File: src/design/nnp_pkg.sv
// Shared types and constants for the network-name element packer.
// No dependencies; every other design file uses this package.
package nnp_pkg;

  localparam int CMD_W      = 1;
  localparam int COUNT_W    = 6;
  localparam int CI_W       = 16;
  localparam int CODE_W     = 8;
  localparam int SEPTET_W   = 7;
  localparam int BYTE_W     = 8;
  localparam int FILL_W     = 3;
  localparam int MAX_BYTES  = 4;
  localparam int NBYTES_W   = 3;
  localparam int QUEUE_DEPTH = 4;
  localparam int QPTR_W     = 2;
  localparam int QCNT_W     = 3;

  localparam logic [CMD_W-1:0] CMD_START = 1'b0;
  localparam logic [CMD_W-1:0] CMD_CHAR  = 1'b1;

  localparam logic ALPHA_GSM7 = 1'b0;
  localparam logic ALPHA_UCS2 = 1'b1;

  localparam logic [BYTE_W-1:0] HDR_BASE = 8'h80;

  // One queue entry: the bytes one transaction produces, in order.
  typedef struct packed {
    logic [MAX_BYTES-1:0][BYTE_W-1:0] bytes;
    logic [NBYTES_W-1:0]               count;  // 1..4
    logic                              fin;    // last byte of entry closes the element
  } entry_t;

  typedef struct packed {
    logic full;
    logic empty;
  } q_status_t;

  function automatic logic [BYTE_W-1:0] flip8(input logic [BYTE_W-1:0] v);
    logic [BYTE_W-1:0] r;
    for (int k = 0; k < BYTE_W; k++) begin
      r[k] = v[BYTE_W-1-k];
    end
    return r;
  endfunction

endpackage

File: src/design/nnp_in_if.sv
// Input channel of the packer: valid/ready plus the item fields.
// Depends on nnp_pkg for field widths.
interface nnp_in_if;
  logic                           valid;
  logic                           ready;
  logic [nnp_pkg::CMD_W-1:0]      command;
  logic [nnp_pkg::COUNT_W-1:0]    char_count;
  logic                           alphabet;
  logic [nnp_pkg::CI_W-1:0]       ci_value;
  logic [nnp_pkg::CODE_W-1:0]     char_code;

  modport source (output valid, command, char_count, alphabet, ci_value, char_code,
                  input ready);
  modport sink   (input valid, command, char_count, alphabet, ci_value, char_code,
                  output ready);
endinterface

File: src/design/nnp_out_if.sv
// Output channel of the packer: valid/ready plus one encoded byte.
// Depends on nnp_pkg for field widths.
interface nnp_out_if;
  logic                         valid;
  logic                         ready;
  logic [nnp_pkg::BYTE_W-1:0]   out_byte;
  logic                         last;

  modport source (output valid, out_byte, last, input ready);
  modport sink   (input valid, out_byte, last, output ready);
endinterface

File: src/design/network_name_ie_packer.sv
// Top level of the network-name element packer: front end, entry queue,
// back end. Uses nnp_pkg, nnp_in_if, nnp_out_if, nnp_front, nnp_queue, nnp_back.
//
//   channel  dir  fields                                          handshake
//   item     in   command char_count alphabet ci_value char_code  valid/ready
//   result   out  out_byte last                                   valid/ready
//
// An item is taken every cycle while the 4-entry queue has room. The output
// port moves one byte a cycle while result.ready is high, so an item that yields
// k bytes holds the back end until all k bytes have left; the queue soaks up
// bursts. Reset is synchronous; item.ready is low while rst is high and rises as
// soon as rst falls. A stalled result holds its byte while the front keeps filling the queue.
module network_name_ie_packer #(
  parameter int MAX_NAME_CHARS = 32
) (
  input  logic       clk,
  input  logic       rst,
  nnp_in_if.sink     item,
  nnp_out_if.source  result
);
  import nnp_pkg::*;

  logic      push;
  logic      pop;
  entry_t    push_entry;
  entry_t    q_head;
  q_status_t q_status;

  nnp_front #(.MAX_NAME_CHARS(MAX_NAME_CHARS)) u_front (
    .clk        (clk),
    .rst        (rst),
    .item       (item),
    .q_status   (q_status),
    .push       (push),
    .push_entry (push_entry)
  );

  nnp_queue u_queue (
    .clk    (clk),
    .rst    (rst),
    .push   (push),
    .din    (push_entry),
    .pop    (pop),
    .dout   (q_head),
    .status (q_status)
  );

  nnp_back u_back (
    .clk      (clk),
    .rst      (rst),
    .q_head   (q_head),
    .q_status (q_status),
    .pop      (pop),
    .result   (result)
  );

endmodule

File: src/design/nnp_front.sv
// Front end: accepts items, tracks name state, packs septets and builds
// one queue entry per productive transaction. Uses nnp_pkg, nnp_in_if.
module nnp_front #(
  parameter int MAX_NAME_CHARS = 32
) (
  input  logic             clk,
  input  logic             rst,
  nnp_in_if.sink           item,
  input  nnp_pkg::q_status_t q_status,
  output logic             push,
  output nnp_pkg::entry_t  push_entry
);
  import nnp_pkg::*;

  localparam int CW = $clog2(MAX_NAME_CHARS + 1);
  localparam logic [COUNT_W-1:0] MAX_CNT = COUNT_W'(MAX_NAME_CHARS);

  logic                 ucs2_mode, ucs2_mode_next;
  logic [CI_W-1:0]      ci_store, ci_store_next;
  logic [CW-1:0]        chars_left, chars_left_next;
  logic [BYTE_W-1:0]    bit_accumulator, bit_accumulator_next;
  logic [FILL_W-1:0]    bits_filled, bits_filled_next;

  logic                 accept;
  logic [COUNT_W-1:0]   cnt_sat;
  logic [15:0]          wide;
  logic [4:0]           cand_v;
  logic [4:0][BYTE_W-1:0] cand_b;
  logic                 fin;
  logic [NBYTES_W-1:0]  n;
  logic [MAX_BYTES-1:0][BYTE_W-1:0] packed_bytes;
  logic                 ci_nz_in;
  logic                 ci_nz;

  // no transaction is taken while reset is held
  assign item.ready = !q_status.full && !rst;
  assign accept     = item.valid && item.ready;

  assign cnt_sat  = (item.char_count > MAX_CNT) ? MAX_CNT : item.char_count;
  assign ci_nz_in = (item.ci_value != '0);
  assign ci_nz    = (ci_store != '0);
  assign wide     = {8'h00, bit_accumulator} |
                    ({9'h000, item.char_code[SEPTET_W-1:0]} << bits_filled);

  // Candidate byte slots, in emit order: main0, main1, flush, ci high, ci low.
  always_comb begin
    ucs2_mode_next       = ucs2_mode;
    ci_store_next        = ci_store;
    chars_left_next      = chars_left;
    bit_accumulator_next = bit_accumulator;
    bits_filled_next     = bits_filled;
    cand_v = '0;
    cand_b = '0;
    fin    = 1'b0;
    unique case (item.command)
      CMD_START: begin
        ucs2_mode_next       = item.alphabet;
        ci_store_next        = item.ci_value;
        chars_left_next      = CW'(cnt_sat);
        bit_accumulator_next = '0;
        bits_filled_next     = '0;
        // 8*ceil(7n/8) - 7n reduces to n mod 8
        cand_b[0] = HDR_BASE | {3'b000, item.alphabet, ci_nz_in,
                    (item.alphabet == ALPHA_UCS2) ? 3'b000 : cnt_sat[FILL_W-1:0]};
        cand_v[0] = 1'b1;
        if (cnt_sat == '0) begin
          fin       = 1'b1;
          cand_v[3] = ci_nz_in;
          cand_v[4] = ci_nz_in;
          cand_b[3] = item.ci_value[15:8];
          cand_b[4] = item.ci_value[7:0];
        end
      end
      CMD_CHAR: begin
        if (chars_left != '0) begin
          if (ucs2_mode == ALPHA_UCS2) begin
            cand_v[0] = 1'b1;
            cand_b[0] = 8'h00;
            cand_v[1] = 1'b1;
            cand_b[1] = item.char_code;
          end else if (bits_filled != '0) begin
            cand_v[0] = 1'b1;
            cand_b[0] = flip8(wide[7:0]);
            bit_accumulator_next = wide[15:8];
            bits_filled_next     = bits_filled - 3'd1;
          end else begin
            bit_accumulator_next = wide[7:0];
            bits_filled_next     = 3'd7;
          end
          chars_left_next = chars_left - CW'(1);
          if (chars_left == CW'(1)) begin
            fin       = 1'b1;
            cand_v[2] = (ucs2_mode == ALPHA_GSM7) && (bits_filled_next != '0);
            cand_b[2] = flip8(bit_accumulator_next);
            cand_v[3] = ci_nz;
            cand_v[4] = ci_nz;
            cand_b[3] = ci_store[15:8];
            cand_b[4] = ci_store[7:0];
            bit_accumulator_next = '0;
            bits_filled_next     = '0;
          end
        end
      end
      default: ;
    endcase
  end

  // Compact the valid slots to the front of the entry.
  always_comb begin
    n = '0;
    packed_bytes = '0;
    for (int i = 0; i < 5; i++) begin
      if (cand_v[i]) begin
        packed_bytes[n[QPTR_W-1:0]] = cand_b[i];
        n = n + 3'd1;
      end
    end
  end

  assign push             = accept && (n != '0);
  assign push_entry.bytes = packed_bytes;
  assign push_entry.count = n;
  assign push_entry.fin   = fin;

  always_ff @(posedge clk) begin
    if (rst) begin
      ucs2_mode       <= 1'b0;
      ci_store        <= '0;
      chars_left      <= '0;
      bit_accumulator <= '0;
      bits_filled     <= '0;
    end else if (accept) begin
      ucs2_mode       <= ucs2_mode_next;
      ci_store        <= ci_store_next;
      chars_left      <= chars_left_next;
      bit_accumulator <= bit_accumulator_next;
      bits_filled     <= bits_filled_next;
    end
  end

endmodule

File: src/design/nnp_queue.sv
// Short entry queue between front and back end.
// Uses nnp_pkg (entry_t, depth constants).
module nnp_queue (
  input  logic               clk,
  input  logic               rst,
  input  logic               push,
  input  nnp_pkg::entry_t    din,
  input  logic               pop,
  output nnp_pkg::entry_t    dout,
  output nnp_pkg::q_status_t status
);
  import nnp_pkg::*;

  entry_t              mem [QUEUE_DEPTH];
  logic [QPTR_W-1:0]   wr_ptr;
  logic [QPTR_W-1:0]   rd_ptr;
  logic [QCNT_W-1:0]   fill;

  assign status.full  = (fill == QCNT_W'(QUEUE_DEPTH));
  assign status.empty = (fill == '0);
  assign dout         = mem[rd_ptr];

  always_ff @(posedge clk) begin
    if (push) begin
      mem[wr_ptr] <= din;
    end
  end

  always_ff @(posedge clk) begin
    if (rst) begin
      wr_ptr <= '0;
      rd_ptr <= '0;
      fill   <= '0;
    end else begin
      if (push) wr_ptr <= wr_ptr + QPTR_W'(1);
      if (pop)  rd_ptr <= rd_ptr + QPTR_W'(1);
      unique case ({push, pop})
        2'b10:   fill <= fill + QCNT_W'(1);
        2'b01:   fill <= fill - QCNT_W'(1);
        default: fill <= fill;
      endcase
    end
  end

endmodule

File: src/design/nnp_back.sv
// Back end: takes entries off the queue and streams their bytes, one per
// cycle while result.ready is high, through a registered output. Uses nnp_pkg, nnp_out_if.
module nnp_back (
  input  logic               clk,
  input  logic               rst,
  input  nnp_pkg::entry_t    q_head,
  input  nnp_pkg::q_status_t q_status,
  output logic               pop,
  nnp_out_if.source          result
);
  import nnp_pkg::*;

  entry_t             cur;
  logic               cur_valid;
  logic [QPTR_W-1:0]  pos;
  logic               load;
  logic               last_of;

  assign load    = cur_valid && (!result.valid || result.ready);
  assign last_of = (pos == QPTR_W'(cur.count - NBYTES_W'(1)));
  assign pop     = !q_status.empty && (!cur_valid || (load && last_of));

  always_ff @(posedge clk) begin
    if (pop) begin
      cur <= q_head;
    end
  end

  always_ff @(posedge clk) begin
    if (rst) begin
      cur_valid <= 1'b0;
      pos       <= '0;
    end else if (pop) begin
      cur_valid <= 1'b1;
      pos       <= '0;
    end else if (load && last_of) begin
      cur_valid <= 1'b0;
    end else if (load) begin
      pos <= pos + QPTR_W'(1);
    end
  end

  always_ff @(posedge clk) begin
    if (rst) begin
      result.valid <= 1'b0;
    end else if (load) begin
      result.valid <= 1'b1;
    end else if (result.ready) begin
      result.valid <= 1'b0;
    end
  end

  always_ff @(posedge clk) begin
    if (load) begin
      result.out_byte <= cur.bytes[pos];
      result.last     <= cur.fin && last_of;
    end
  end

endmodule

File: src/flat_wrapper.sv
// flat-port wrapper written by rule: the top's interface ports become plain ports
module network_name_ie_packer_flat import nnp_pkg::*;
#(
  parameter int MAX_NAME_CHARS = 32
)
  (clk, rst, item_valid, item_command, item_char_count, item_alphabet, item_ci_value, item_char_code, item_ready, result_valid, result_out_byte, result_last, result_ready);
  nnp_in_if item_i ();
  nnp_out_if result_i ();
  input  logic clk;
  input  logic rst;
  input wire logic [$bits(item_i.valid)-1:0] item_valid;
  input wire logic [$bits(item_i.command)-1:0] item_command;
  input wire logic [$bits(item_i.char_count)-1:0] item_char_count;
  input wire logic [$bits(item_i.alphabet)-1:0] item_alphabet;
  input wire logic [$bits(item_i.ci_value)-1:0] item_ci_value;
  input wire logic [$bits(item_i.char_code)-1:0] item_char_code;
  output wire logic [$bits(item_i.ready)-1:0] item_ready;
  output wire logic [$bits(result_i.valid)-1:0] result_valid;
  output wire logic [$bits(result_i.out_byte)-1:0] result_out_byte;
  output wire logic [$bits(result_i.last)-1:0] result_last;
  input wire logic [$bits(result_i.ready)-1:0] result_ready;
  assign item_i.valid = item_valid;
  assign item_i.command = item_command;
  assign item_i.char_count = item_char_count;
  assign item_i.alphabet = item_alphabet;
  assign item_i.ci_value = item_ci_value;
  assign item_i.char_code = item_char_code;
  assign item_ready = item_i.ready;
  assign result_valid = result_i.valid;
  assign result_out_byte = result_i.out_byte;
  assign result_last = result_i.last;
  assign result_i.ready = result_ready;
  network_name_ie_packer #(.MAX_NAME_CHARS(MAX_NAME_CHARS)) u_core (.clk(clk), .rst(rst), .item(item_i), .result(result_i));
endmodule
File: config.mk
export PLATFORM = sky130hd
export DESIGN_NAME = network_name_ie_packer_flat
export DESIGN_NICKNAME = d
export VERILOG_FILES = /design/src/design/nnp_pkg.sv /design/src/design/nnp_in_if.sv /design/src/design/nnp_out_if.sv /design/src/design/network_name_ie_packer.sv /design/src/design/nnp_front.sv /design/src/design/nnp_queue.sv /design/src/design/nnp_back.sv /design/src/flat_wrapper.sv
export SDC_FILE = /design/constraint.sdc
export NUM_CORES = 1
export LEC_CHECK = 0
export ABC_AREA = 1
export BUFFER_PORTS_ARGS = -buffer_cell sky130_fd_sc_hd__buf_4
export CAP_MARGIN = 5
export CORE_MARGIN = 2
export CORE_UTILIZATION = 60
export DETAILED_ROUTE_END_ITERATION = 6
export GPL_ROUTABILITY_DRIVEN = 0
export GPL_TIMING_DRIVEN = 0
export PLACE_DENSITY = 0.78
export SLEW_MARGIN = 20
export SYNTH_ARGS = -nofsm -noshare
export SYNTH_HDL_FRONTEND = slang
export SYNTH_HIERARCHICAL = 1
export SYNTH_SLANG_ARGS = --single-unit
File: constraint.sdc
create_clock -name clk -period 8.3 [get_ports clk]
set_input_delay 0.415 -clock clk [delete_from_list [all_inputs] [get_ports clk]]
set_output_delay 0.415 -clock clk [all_outputs]
set_load 0.05 [all_outputs]
* After elaboration in Yosys (flattened, before gate mapping)
Memory sizes are Yosys's and may differ from the RTL's. A register that Yosys moved wholly into a read port is not among the register bits.
Index checks and enable logic that the tools add are counted.
** Cells by class
- $add $sub $neg :: 12
- $lt $le $gt $ge :: 10
- Equal/unequal tests :: 6
- Shift operators :: 1
- Muxes and demuxes :: 69
- Bitwise operators :: 4
- Reductions and logical operators :: 34
** Operators by type and width (number)
- $bwmux 32 :: 4
- $mux 32 :: 4
- $mux 8 :: 13
- $demux 8 s2 :: 4
- $mux 40 :: 1
- $mux 3 :: 12
- $mux 16 :: 2
- $pmux 16 s2 :: 1
- $pmux 8 s2 :: 2
- $reduce_bool 16->1 :: 2
- $mux 24 :: 1
- $bmux 8 s2 :: 1
- $or 8x16->16 :: 1
- $shl 7x3->16 :: 1
- $add 3x1->3 const B :: 5
- $lt 2x3->1 const B :: 5
- $mux 1 :: 13
- $logic_and 1x1->1 :: 12
- $mux 6 :: 2
- $pmux 3 s2 :: 2
- $pmux 6 s2 :: 1
- $reduce_bool 3->1 :: 3
- $ge 2x1->1 const B :: 4
- $add 2x1->2 const B :: 3
- 23 further kinds :: 37
** Word-level totals
- Register bits :: 54
- Bits in writable memories :: 144
- Input bits :: 36
- Output and inout port bits :: 11
- Memories :: 1
** Memories
- u_core.u_queue.mem :: words 4, width 36, read ports 1, clocked after Yosys merged registers in 1, write ports 1, RTL line nnp_queue.sv:14 : entry_t mem [QUEUE_DEPTH];

* Logic depth before layout (Yosys ltp)
Gate-level depths: netlist of the first run.
- Depth in word-level cells :: 23
- Mapped depth :: 32
- Depth with buffers taken out :: 31

* Modules after synthesis
Netlist of the first run, hierarchy kept.
** Modules (own cells, without submodules)
- nnp_queue :: times used 1, cells an instance 406, area an instance 5811.8 µm², seq. area each 4504.3 µm²
- nnp_front :: times used 1, cells an instance 614, area an instance 3555.9 µm², seq. area each 680.7 µm²
- nnp_back :: times used 1, cells an instance 130, area an instance 1816.7 µm², seq. area each 1401.3 µm²

* Least setup slack after synthesis of the first run
Ideal clock, no wire load.
- Path kind :: reg2reg
- Start :: reg u_core.u_front.bits_filled[1]
- End :: mem u_core/u_queue/mem[0][0] (netlist bit) (enable)
- Library setup time :: 0.391 ns
- Arrival time :: 3.657 ns
- Data required time :: 7.909 ns
- Setup slack :: 4.253 ns
- Stages on the path, launching flop included :: 24
- Buffers on the path :: 1
- Period minus slack after synthesis :: 4.047 ns
- Path through :: dfxtp_1 inv_1 buf_2 ha_1 nand3_1 a21oi_1 inv_1 ha_1 inv_1 nor2_8 inv_2 nand2_8 inv_4 ha_1 nand2_2 nand2_1 nand3_1 nand3_1 nand2_1 nand3_1 nand2_1 inv_1 nand2_1 inv_1
** On the way
- Word-level cells in the longest chain between the ends :: 19
- Elaborated cells on any way between the ends :: 27
** RTL lines
- start: declaration :: RTL line nnp_front.sv:22 : logic [FILL_W-1:0] bits_filled, bits_filled_next;
- start signal: assignment :: RTL line nnp_front.sv:137 : bits_filled <= bits_filled_next;
- $sub 3x1->3 or $reduce_bool 3->1 (tied branches) :: RTL line nnp_front.sv:85, nnp_front.sv:81
- $mux 3 :: RTL line nnp_front.sv:81 : end else if (bits_filled != '0) begin
- $mux 3 :: RTL line nnp_front.sv:76 : if (ucs2_mode == ALPHA_UCS2) begin
- $mux 3 :: RTL line nnp_front.sv:75 : if (chars_left != '0) begin
- $mux 3 :: RTL line nnp_front.sv:55 : unique case (item.command)
- $reduce_bool 3->1 :: RTL line nnp_front.sv:93 : cand_v[2] = (ucs2_mode == ALPHA_GSM7) && (bits_filled_next != '0);
- $logic_and 1x1->1 :: RTL line nnp_front.sv:93
- $mux 3 :: RTL line nnp_front.sv:91 : if (chars_left == CW'(1)) begin
- [... 4 more ...]
- $mux 3 (*) :: RTL line nnp_front.sv:113 : if (cand_v[i]) begin
- $add 3x1->3 :: RTL line nnp_front.sv:115 : n = n + 3'd1;
- $mux 3 (*) :: RTL line nnp_front.sv:113
- $reduce_bool 3->1 (*) :: RTL line nnp_front.sv:120 : assign push = accept && (n != '0);
- $logic_and 1x1->1 (*) :: RTL line nnp_front.sv:120
- named net u_core.push :: RTL line network_name_ie_packer.sv:23 : logic push;
- $mux 1 (*) :: RTL line nnp_queue.sv:24 : if (push) begin
- $mux 1 (implied by the code) (*) :: RTL line nnp_queue.sv:25 : mem[wr_ptr] <= din;
- end: declaration :: RTL line nnp_queue.sv:14
Mark *: on every way through the listed nets, which the timed path passes. The select of a mux whose other input is x is not followed.

* Worst setup path after layout of the first run
- Start :: reg u_core.u_front.bits_filled[1]
- End :: reg u_core.u_queue.fill[2]
** On the way
- Word-level cells in the longest chain between the ends :: 19
- Elaborated cells on any way between the ends :: 29
** RTL lines
- $sub 3x1->3 or $reduce_bool 3->1 (tied branches) :: RTL line nnp_front.sv:85, nnp_front.sv:81
- $mux 3 :: RTL line nnp_front.sv:81
- $mux 3 :: RTL line nnp_front.sv:76
- $mux 3 :: RTL line nnp_front.sv:75
- $mux 3 :: RTL line nnp_front.sv:55
- $reduce_bool 3->1 :: RTL line nnp_front.sv:93
- $logic_and 1x1->1 :: RTL line nnp_front.sv:93
- $mux 3 :: RTL line nnp_front.sv:91
- [... 4 more ...]
- $mux 3 (*) :: RTL line nnp_front.sv:113
- $add 3x1->3 :: RTL line nnp_front.sv:115
- $mux 3 (*) :: RTL line nnp_front.sv:113
- $reduce_bool 3->1 (*) :: RTL line nnp_front.sv:120
- $logic_and 1x1->1 (*) :: RTL line nnp_front.sv:120
- named net u_core.push :: RTL line network_name_ie_packer.sv:23
- $eq 2x1->1 or $eq 2x2->1 (tied branches) :: RTL line nnp_queue.sv:37 : unique case ({push, pop})
- $pmux 3 s2 or $reduce_bool 2->1 (tied branches)
- end signal: assignment :: RTL line nnp_queue.sv:38 : 2'b10: fill <= fill + QCNT_W'(1);
- end signal: assignment :: RTL line nnp_queue.sv:39 : 2'b01: fill <= fill - QCNT_W'(1);
- end signal: assignment :: RTL line nnp_queue.sv:40 : default: fill <= fill;
- end: declaration :: RTL line nnp_queue.sv:17 : logic [QCNT_W-1:0] fill;
Marks and branches as above.
A chain may end at the register's enable or synchronous reset.

==> impl_metrics.ini, run 1 <==
[global_route]
grt_overflow = 0
grt_pass1_vias = 8295
grt_pass1_wl_um = 42210
grt_antenna_before_repair = 0
grt_max_degree = 39
track_usage_pct = 27.47

[place]
place_area_um2 = 11740
portBuffers = 45
dp_slack_ps = 3788
placed_cells = 1417
hpwl_um = 19390

[die]
initial_core_util_pct = 61.23
die_x_um = 139.6
die_y_um = 139.6
die_area_um2 = 19500
core_um2 = 18020
std_cell_rows = 49
ioPinCount = 47

[timing]
hold_violations = 0
timing.slew.headroom_pct = 44.76
slew_violations = 0
period_minus_slack_ps = 4556
max_freq_ghz = 0.2195
rsz0062_at_grt = false
tightestPinTransition_ps = 827.4
timing.final.crit_share_pct = 54.89
holdWs_ps = 102.6
finalSetupViolations = 0
fin_skew_ps = 10.86
fin_ws_ps = 3744
fin_tns_setup_ps = 0

[clocking]
clock_latency_ps = 540
path_clk_slew_ps = 60
postCtsHoldBufs = 0
cts_buffers = 25
cts_resized = 0
htreeDepth = 1
ctsRootBufferMaster = clkbuf_16
clock_sinks = 231
clk_path_buf_depth = 3
cts_setup_buffers = 0
cts_tree = done

[critical_path]
worst_r2r_endpoint = u_core/u_queue/fill[2]$_SDFFE_PP0P_
start_kind = flop
critical-path-slowest-cell = fa_1
crit_type = flop to flop
critPathMaxFanout = 11
regToRegSetupSlack_ps = 3740
r2r_start = u_core/u_front/bits_filled[1]$_SDFFE_PP0P_
reg2regPathDepth = 32
crit_required_ps = 8730
cp_common_cell = inv_1
endpoint_kind = flop
cpPeakStageDelay_ps = 380
critPathArrivalTime_ps = 4990

[synth]
avgSynthCellArea_um2 = 9.681
yosys_warnings = 6
synth_area_um2 = 11040
syn_nets = 1193
syn_inst = 1140

[worst_hold_path]
hold_start = rst
hold_end = u_core/u_back/result.valid$_SDFFE_PP0P_
min_path_cells = 2
min_path_type = primary input to flop

[route]
drc = 0
wl_um = 27050
detail-route-antenna-nets = 0
first_iter_violations = 1005
detail_route.wl_per_cell_um = 18.50
vias = 8723
drtPass1Iterations = 7
viasPerCell = 5.966

[cells_and_area]
antenna_cells = 0
stdcell_count = 1462
drive_gt1_share_pct = 13.95
syn_to_final_growth_pct = 13.74
final_area_um2 = 12550
fill_cells = 1329
nets = 1268
fin_util_pct = 69.64

[pwr]
power.density_nw_per_um2 = 298.7
ir_drop_uv = 249.5
p_total_mw = 3.749
p_leak_nw = 4.897

[outcome]
outcome = completed

[flow_run]
max-cap-violations = 0
[power by group]
group          switching, mW  internal (mW)  total, mW
logic                  0.744          0.328       1.07
registers             0.0696           1.51       1.58
clock network          0.450          0.652       1.10
total                   1.26           2.49       3.75
[placed cells by master (no fill, tap or decap), drive strengths merged]
master / instances
nor3: 6
clkinvlp: 2
nand2: 172
fa: 1
nand3b: 1
o21ai: 146
o22ai: 61
o21a: 1
bufinv: 3
a22oi: 16
o311ai: 2
nor2: 142
dfxtp: 47
a31oi: 8
a21boi: 2
nand4: 5
clkinv: 7
buf: 83
xor2: 3
edfxtp: 184
and2: 1
clkbuf: 48
a21oi: 76
a211oi: 1
nand3: 49
inv: 129
ha: 16
or2: 4
a221oi: 2
o211ai: 15
[sequential cells by signal, indices dropped and copies added (netlist names), named ones only]
name,count
u_core/u_front/ci_store,16
u_core/u_back/result.last,1
u_core/u_queue/fill,3
u_core/u_queue/wr_ptr,2
u_core/u_queue/mem,140
u_core/u_front/chars_left,6
u_core/u_front/bit_accumulator,8
u_core/u_back/cur_valid,1
u_core/u_queue/rd_ptr,2
u_core/u_front/ucs2_mode,1
u_core/u_front/bits_filled,3
u_core/u_back/pos,2
u_core/u_back/result.valid,1
u_core/u_back/result.out_byte,8
u_core/u_back/cur,35
[how the worst max path moves through the flow]
stage                                               startpoint                             endpoint
finish              u_core/u_front/bits_filled[1]$_SDFFE_PP0P_  u_core/u_queue/fill[2]$_SDFFE_PP0P_
global route        u_core/u_front/bits_filled[1]$_SDFFE_PP0P_  u_core/u_queue/fill[2]$_SDFFE_PP0P_
CTS                 u_core/u_front/bits_filled[1]$_SDFFE_PP0P_  u_core/u_queue/fill[2]$_SDFFE_PP0P_
detailed placement  u_core/u_front/bits_filled[1]$_SDFFE_PP0P_  u_core/u_queue/fill[2]$_SDFFE_PP0P_
global placement    u_core/u_front/bits_filled[1]$_SDFFE_PP0P_  u_core/u_queue/mem[3][16]$_DFFE_PP_
floorplan           u_core/u_front/bits_filled[1]$_SDFFE_PP0P_   u_core/u_queue/mem[0][0]$_DFFE_PP_
[layer usage]
layer / wire (um) / GRT usage (%)
met1: 10750 / 35.94
met2: 13050 / 47.03
met3: 2216 / 3.613
met4: 1034 / 10.74
met5: 0 / 0
[critical path, delay by kind of cell (launching register included)]
family          cells  cell delay, ps
compound gates      1             270
buf+inv            11            1150
fa+ha+maj           5            1420
flops               1             350
simple gates       15            1260
[layout make-up]
class                           count  area [um^2]  share of cell area (%)
Sequential cell                   231         6466                   51.51
Clock buffer                       30        644.4                   5.133
Tap cell                          229        286.5                   2.282
Clock inverter                     15        172.7                   1.375
Timing Repair Buffer               48        412.9                   3.289
Buffer                             53        327.8                   2.611
Inverter                          126        485.5                   3.867
Multi-Input combinational cell    730         3757                   29.93
Note: power is estimated with default switching activity, not from simulation.
==> run 2: changes to the inputs <==
--- a/config.mk
+++ b/config.mk
@@ -9,11 +9,11 @@
 export BUFFER_PORTS_ARGS = -buffer_cell sky130_fd_sc_hd__buf_4
 export CAP_MARGIN = 5
 export CORE_MARGIN = 2
-export CORE_UTILIZATION = 60
+export CORE_UTILIZATION = 56
 export DETAILED_ROUTE_END_ITERATION = 6
 export GPL_ROUTABILITY_DRIVEN = 0
 export GPL_TIMING_DRIVEN = 0
-export PLACE_DENSITY = 0.78
+export PLACE_DENSITY = 0.76
 export SLEW_MARGIN = 20
 export SYNTH_ARGS = -nofsm -noshare
 export SYNTH_HDL_FRONTEND = slang
==> constraint.sdc (replaced) <==
create_clock -name clk -period 3.7 [get_ports clk]
set_input_delay 0.185 -clock clk [delete_from_list [all_inputs] [get_ports clk]]
set_output_delay 0.185 -clock clk [all_outputs]
set_load 0.05 [all_outputs]
==> run 2 against run 1 <==
  * Sequential power increased by 120%
  * First-iteration DRC count increased by 13%
  * Power increased by 130%
  * Via count increased by 4.7%
  * Core utilization decreased by 0.74 points
==> impl_metrics.ini, run 2 (same netlist as run 1, synthesis figures left out) <==
[place]
hpwl_um = 19370
portBuffers = 45

[die]
std_cell_rows = 51
initial_core_util_pct = 56.89
die_y_um = 144.4
ioPinCount = 47
core_um2 = 19400
die_x_um = 144.4
die_area_um2 = 20850

[outcome]
outcome = completed

[cells_and_area]
regMostFlops = u_core/u_queue/mem
fill_cells = 1436
final-seq-area_um2 = 6474
mostFrequentLayoutCells = 184 x edfxtp_1, 158 x nand2_1, 130 x nor2_1
multiInputGateArea_um2 = 3963
antenna_cells = 0
top_regs = u_core/u_queue/mem (140), u_core/u_back/cur (35), u_core/u_front/ci_store (16)
nets = 1324
largest_register_ff_count = 140
syn_to_final_growth_pct = 21.11
drive_gt1_share_pct = 19.07
final_common_cell = edfxtp_1

[clocking]
htreeDepth = 1
path_clk_slew_ps = 60
clock_sinks = 231
clock_latency_ps = 540
clk_path_buf_depth = 3
cts_buffers = 25
cts_tree = done
ctsRootBufferMaster = clkbuf_16

[critical_path]
r2r_start = u_core/u_front/chars_left[1]$_SDFFE_PP0P_
crit_family = adder cells
worst-path-buf-inv = 10
endpoint_kind = flop
cp-startpoint = u_core/u_front/chars_left[1]$_SDFFE_PP0P_
crit_type = flop to flop
start_kind = flop
critPathMaxFanout = 5
critical-path-slowest-cell = fa_2
crit_required_ps = 4120
cpPeakStageDelay_ps = 330
critPathArrivalTime_ps = 3960

[timing]
max_freq_ghz = 0.2826
period_minus_slack_ps = 3538
slew_violations = 0
holdWs_ps = 31.52
timing.slew.headroom_pct = 47.24
timing.final.crit_share_pct = 95.62
fin_skew_ps = 15.12
finalSetupViolations = 0
hold_violations = 0
tightestPinTransition_ps = 783.1

[global_route]
grt_max_degree = 39
grt_pass1_vias = 8442
grt_pass1_wl_um = 44770
grt_antenna_before_repair = 0
track_usage_pct = 28.22
grt_overflow = 0

[route]
detail-route-antenna-nets = 0
detail_route.wl_per_cell_um = 18.94
drc = 0
drtPass1Iterations = 6
wl_um = 29450
vias = 9130
viasPerCell = 5.871
first_iter_violations = 1138

[worst_hold_path]
min_path_type = primary input to flop
hold_start = item_alphabet

[flow_run]
max-cap-violations = 0

[pwr]
p_leak_nw = 5.173
swShare_pct = 34.00
p_sw_mw = 2.960
p_seq_share_pct = 40.6
power.density_nw_per_um2 = 651.2
p_total_mw = 8.705
share_comb_of_total_power_pct = 29.8
p_int_mw = 5.745
ir_drop_uv = 376.6
clockPowerShare_pct = 29.6
==> run 2: changes by cell type in the layout (fill, tap and decap cells not counted), sizes merged <==
cell         before  now
dlygate4sd3       0   20
clkinvlp          2   11
clkbuf           48   45
clkinv            7    9
inv             129  124
buf              83  116
bufinv            3    4
==> run 2: cell type report <==
cell class	instances	area share (%)
multi-input cells	730	29.65
inverters	126	3.838
clock inverters	18	1.647
repair inverters	4	0.2247
clock buffers	28	4.765
repair buffers	102	6.571
plain buffers	51	2.396
flip-flops and latches	231	48.43
well taps	265	2.481
==> run 2: timing repair <==
item,CTS,global route
hold buffers,20,0
buffers inserted,23,14
endpoints found under the hold margin,21,0
endpoints found under the setup margin,143,142
gates cloned,4,0
pin swaps,5,15
resized for setup,18,38
==> run 2: final timing paths <==
check                                               end  cells past startpoint  slack (ps)
setup / recovery    u_core/u_queue/fill[2]$_SDFFE_PP0P_                     31         160
hold / removal    u_core/u_front/ucs2_mode$_SDFFE_PP0P_                      3          30
setup reg to reg    u_core/u_queue/fill[2]$_SDFFE_PP0P_                     31         160
hold reg to reg   u_core/u_queue/rd_ptr[1]$_SDFFE_PP0P_                      1         450
==> run 2: routing by layer <==
layer	global-route usage [%]	wire length [um]	vias to the layer above
met5	0	0	-
met4	11.14	1183	0
met3	4.205	2575	107
met2	47.34	14060	553
met1	37.16	11630	4226
li1	-	-	4244
==> run 2: tightest hold or removal path, delay by kind of cell <==
kind | cells | cell delay (ps)
AOI/OAI and AO/OA | 2 | 220
buffers and inverters | 1 | 120
==> run 2: per-stage QoR <==
step                      instance area [um^2]  std cells  setup TNS, ps  setup slack (ps)  utilization [%]
after floorplan                          11070       1140              0             7.670                -
after global placement                   11740       1450         -83510            -625.1            60.53
after detailed placement                 11740       1450         -90680            -700.9            60.53
after CTS                                13090       1541              0            0.4841            67.47
after global routing                     13370       1555         -66.71            -66.71            68.90
final                                    13370       1555              0             161.9            68.90
==> run 2: power by group through the flow <==
stage	Sequential (mW)	Clock, mW	Combinational [mW]
finish	3.53	2.58	2.59
global route	3.57	2.71	2.81
global placement	3.58	0	2.31
floorplan	3.69	0	1.51
CTS	3.53	2.61	2.47
detailed placement	3.59	0	2.38
==> run 3: changes to the inputs <==
--- a/config.mk
+++ b/config.mk
@@ -5,7 +5,6 @@
 export SDC_FILE = /design/constraint.sdc
 export NUM_CORES = 1
 export LEC_CHECK = 0
-export ABC_AREA = 1
 export BUFFER_PORTS_ARGS = -buffer_cell sky130_fd_sc_hd__buf_4
 export CAP_MARGIN = 5
 export CORE_MARGIN = 2
==> run 3 against run 2 <==
  * The run now ends with design-rule violations, negative setup slack left
  * Register-to-register slack got worse by 600 ps
  * Combinational power fell by 22%
  * Power fell by 9.0%
  * Critical path type unchanged
  * Largest power group unchanged
  * Highest routed layer unchanged
==> impl_metrics.ini, run 3 <==
[timing]
finalSetupViolations = 145
period_minus_slack_ps = 4142
slew_violations = 0
holdWs_ps = 36.85
fin_skew_ps = 34.51
hold_violations = 0
max_freq_ghz = 0.2415
timing.slew.headroom_pct = 23.48
fin_ws_ps = -441.6
rsz0062_at_grt = true
timing.final.crit_share_pct = 111.9
tightestPinTransition_ps = 1145

[critical_path]
critPathMaxFanout = 4
regToRegSetupSlack_ps = -440
endpoint_kind = flop
r2r_start = u_core/u_front/bits_filled[1]$_SDFFE_PP0P_
reg2regPathDepth = 20
critical-path-slowest-cell = or4b_4
worst_r2r_endpoint = u_core/u_queue/fill[2]$_SDFFE_PP0P_
crit_required_ps = 4130
critPathArrivalTime_ps = 4570
cp_common_cell = ha_4
start_kind = flop
crit_type = flop to flop
cpPeakStageDelay_ps = 470
crit_path_cell_trace = buf_8 -> inv_8 -> ha_4 -> or4b_4 -> o211a_4 -> o21ai_4 -> xnor2_4 -> buf_8 -> ha_4 -> nand2_2 -> a211o_1 -> nand4_1 -> a31oi_4 -> inv_2 -> ha_4 -> inv_2 -> fa_2 -> xor2_1 -> or3_1 -> a21oi_1

[pwr]
clockPowerShare_pct = 31.3
p_int_mw = 5.600
power.density_nw_per_um2 = 564.2
p_seq_share_pct = 43.2
share_comb_of_total_power_pct = 25.5
p_leak_nw = 4.924
p_total_mw = 7.924
ir_drop_uv = 348.5
p_sw_mw = 2.324
swShare_pct = 29.33

[die]
std_cell_rows = 51
die_area_um2 = 20990
die_y_um = 144.9
die_x_um = 144.9
core_um2 = 19460
ioPinCount = 47
initial_core_util_pct = 57.12

[synth]
syn_nets = 867
yosys_warnings = 6
synth_area_um2 = 11120
syn_inst = 814
avgSynthCellArea_um2 = 13.66

[cells_and_area]
mostFrequentLayoutCells = 184 x edfxtp_1, 75 x buf_4, 68 x nand2_1
top_regs = u_core/u_queue/mem (140), u_core/u_back/cur (35), u_core/u_front/ci_store (16)
syn_to_final_growth_pct = 26.34
largest_register_ff_count = 140
final-seq-area_um2 = 6475
final_area_um2 = 14040
fill_cells = 1240
drive_gt1_share_pct = 31.68
final_common_cell = edfxtp_1
regMostFlops = u_core/u_queue/mem
multiInputGateArea_um2 = 4718
nets = 1021
antenna_cells = 0

[place]
portBuffers = 46
hpwl_um = 18310
place_area_um2 = 11960

[route]
vias = 8297
drtPass1Iterations = 7
first_iter_violations = 1121
drc = 5
viasPerCell = 6.638
detail_route.wl_per_cell_um = 26.08
wl_um = 32600
detail-route-antenna-nets = 0

[clocking]
clock_latency_ps = 530
ctsRootBufferMaster = clkbuf_16
clock_sinks = 231
path_clk_slew_ps = 60
cts_buffers = 24
clk_path_buf_depth = 3
htreeDepth = 1
cts_tree = done

[worst_hold_path]
hold_start = item_char_count[4]
min_path_cells = 3
min_path_type = primary input to flop
hold_end = u_core/u_front/chars_left[4]$_SDFFE_PP0P_

[outcome]
failed_checks = design-rule violations, negative setup slack
outcome = finished, violations left

[global_route]
grt_max_degree = 25
grt_overflow = 0
grt_pass1_wl_um = 48200
grt_antenna_before_repair = 0
track_usage_pct = 31.09
grt_pass1_vias = 8040

[flow_run]
max-cap-violations = 0
[run 3: power groups by stage]
stage / registers (mW) / logic [mW] / clock network, mW
after floorplan: 3.53 / 1.15 / 0
after global placement: 3.46 / 1.65 / 0
after detailed placement: 3.45 / 1.74 / 0
after CTS: 3.42 / 1.93 / 2.46
after global routing: 3.45 / 2.15 / 2.60
final: 3.42 / 2.02 / 2.48
[run 3: critical path: cells and delay by family, from the launching register on]
| family | cells | cell delay, ps |
|---|---|---|
| fa+ha+maj | 4 | 1010 |
| simple gates | 4 | 960 |
| compound gates | 5 | 1040 |
| flops | 1 | 360 |
| xor+xnor | 2 | 280 |
| buf+inv | 5 | 410 |
[run 3: metal layers]
layer  wire (um)  GRT usage (%)  up-vias
li1            -              -     3537
met2       16200          54.15      557
met3        2511          4.442      151
met4        1716          11.39        0
met1       12170          39.87     4052
met5           0              0        -
[run 3: cell type report]
class	count	share of cell area (%)
clock buffers	27	4.508
flip-flops and latches	231	46.10
plain buffers	35	1.684
clock inverters	16	1.185
inverters	24	0.8018
multi-input cells	525	33.59
repair buffers	127	9.764
well taps	265	2.361
[run 3: worst max path at each step]
stage / from / end / depth (start not counted)
floorplan: u_core/u_front/bits_filled[1]$_SDFFE_PP0P_ / u_core/u_queue/fill[2]$_SDFFE_PP0P_ / 22
global placement: u_core/u_back/cur[2]$_DFFE_PP_ / u_core/u_queue/fill[2]$_SDFFE_PP0P_ / 10
detailed placement: u_core/u_front/bits_filled[0]$_SDFFE_PP0P_ / u_core/u_queue/mem[2][17]$_DFFE_PP_ / 14
CTS: u_core/u_front/bits_filled[1]$_SDFFE_PP0P_ / u_core/u_queue/fill[2]$_SDFFE_PP0P_ / 21
global route: u_core/u_front/bits_filled[1]$_SDFFE_PP0P_ / u_core/u_queue/fill[2]$_SDFFE_PP0P_ / 20
finish: u_core/u_front/bits_filled[1]$_SDFFE_PP0P_ / u_core/u_queue/fill[2]$_SDFFE_PP0P_ / 20
[run 3: what timing repair did]
item / 4_1_cts / 5_1_grt
pin swaps: 15 / 12
hold buffers: 19 / 0
endpoints found under the hold margin: 19 / 0
buffers inserted: 52 / 7
resized for setup: 56 / 43
gates cloned: 9 / 1
setup endpoints to repair: 273 / 273
[run 3: per-stage QoR]
stage | TNS [ps] | setup slack, ps | instances | utilization, %
after floorplan | -52270 | -654.8 | 814 | -
after global placement | -195160 | -1403 | 1125 | 61.27
after detailed placement | -188500 | -1088 | 1126 | 61.45
after CTS | -24020 | -416.7 | 1247 | 71.25
after global routing | -44170 | -573.3 | 1250 | 72.16
final | -22540 | -441.6 | 1250 | 72.16
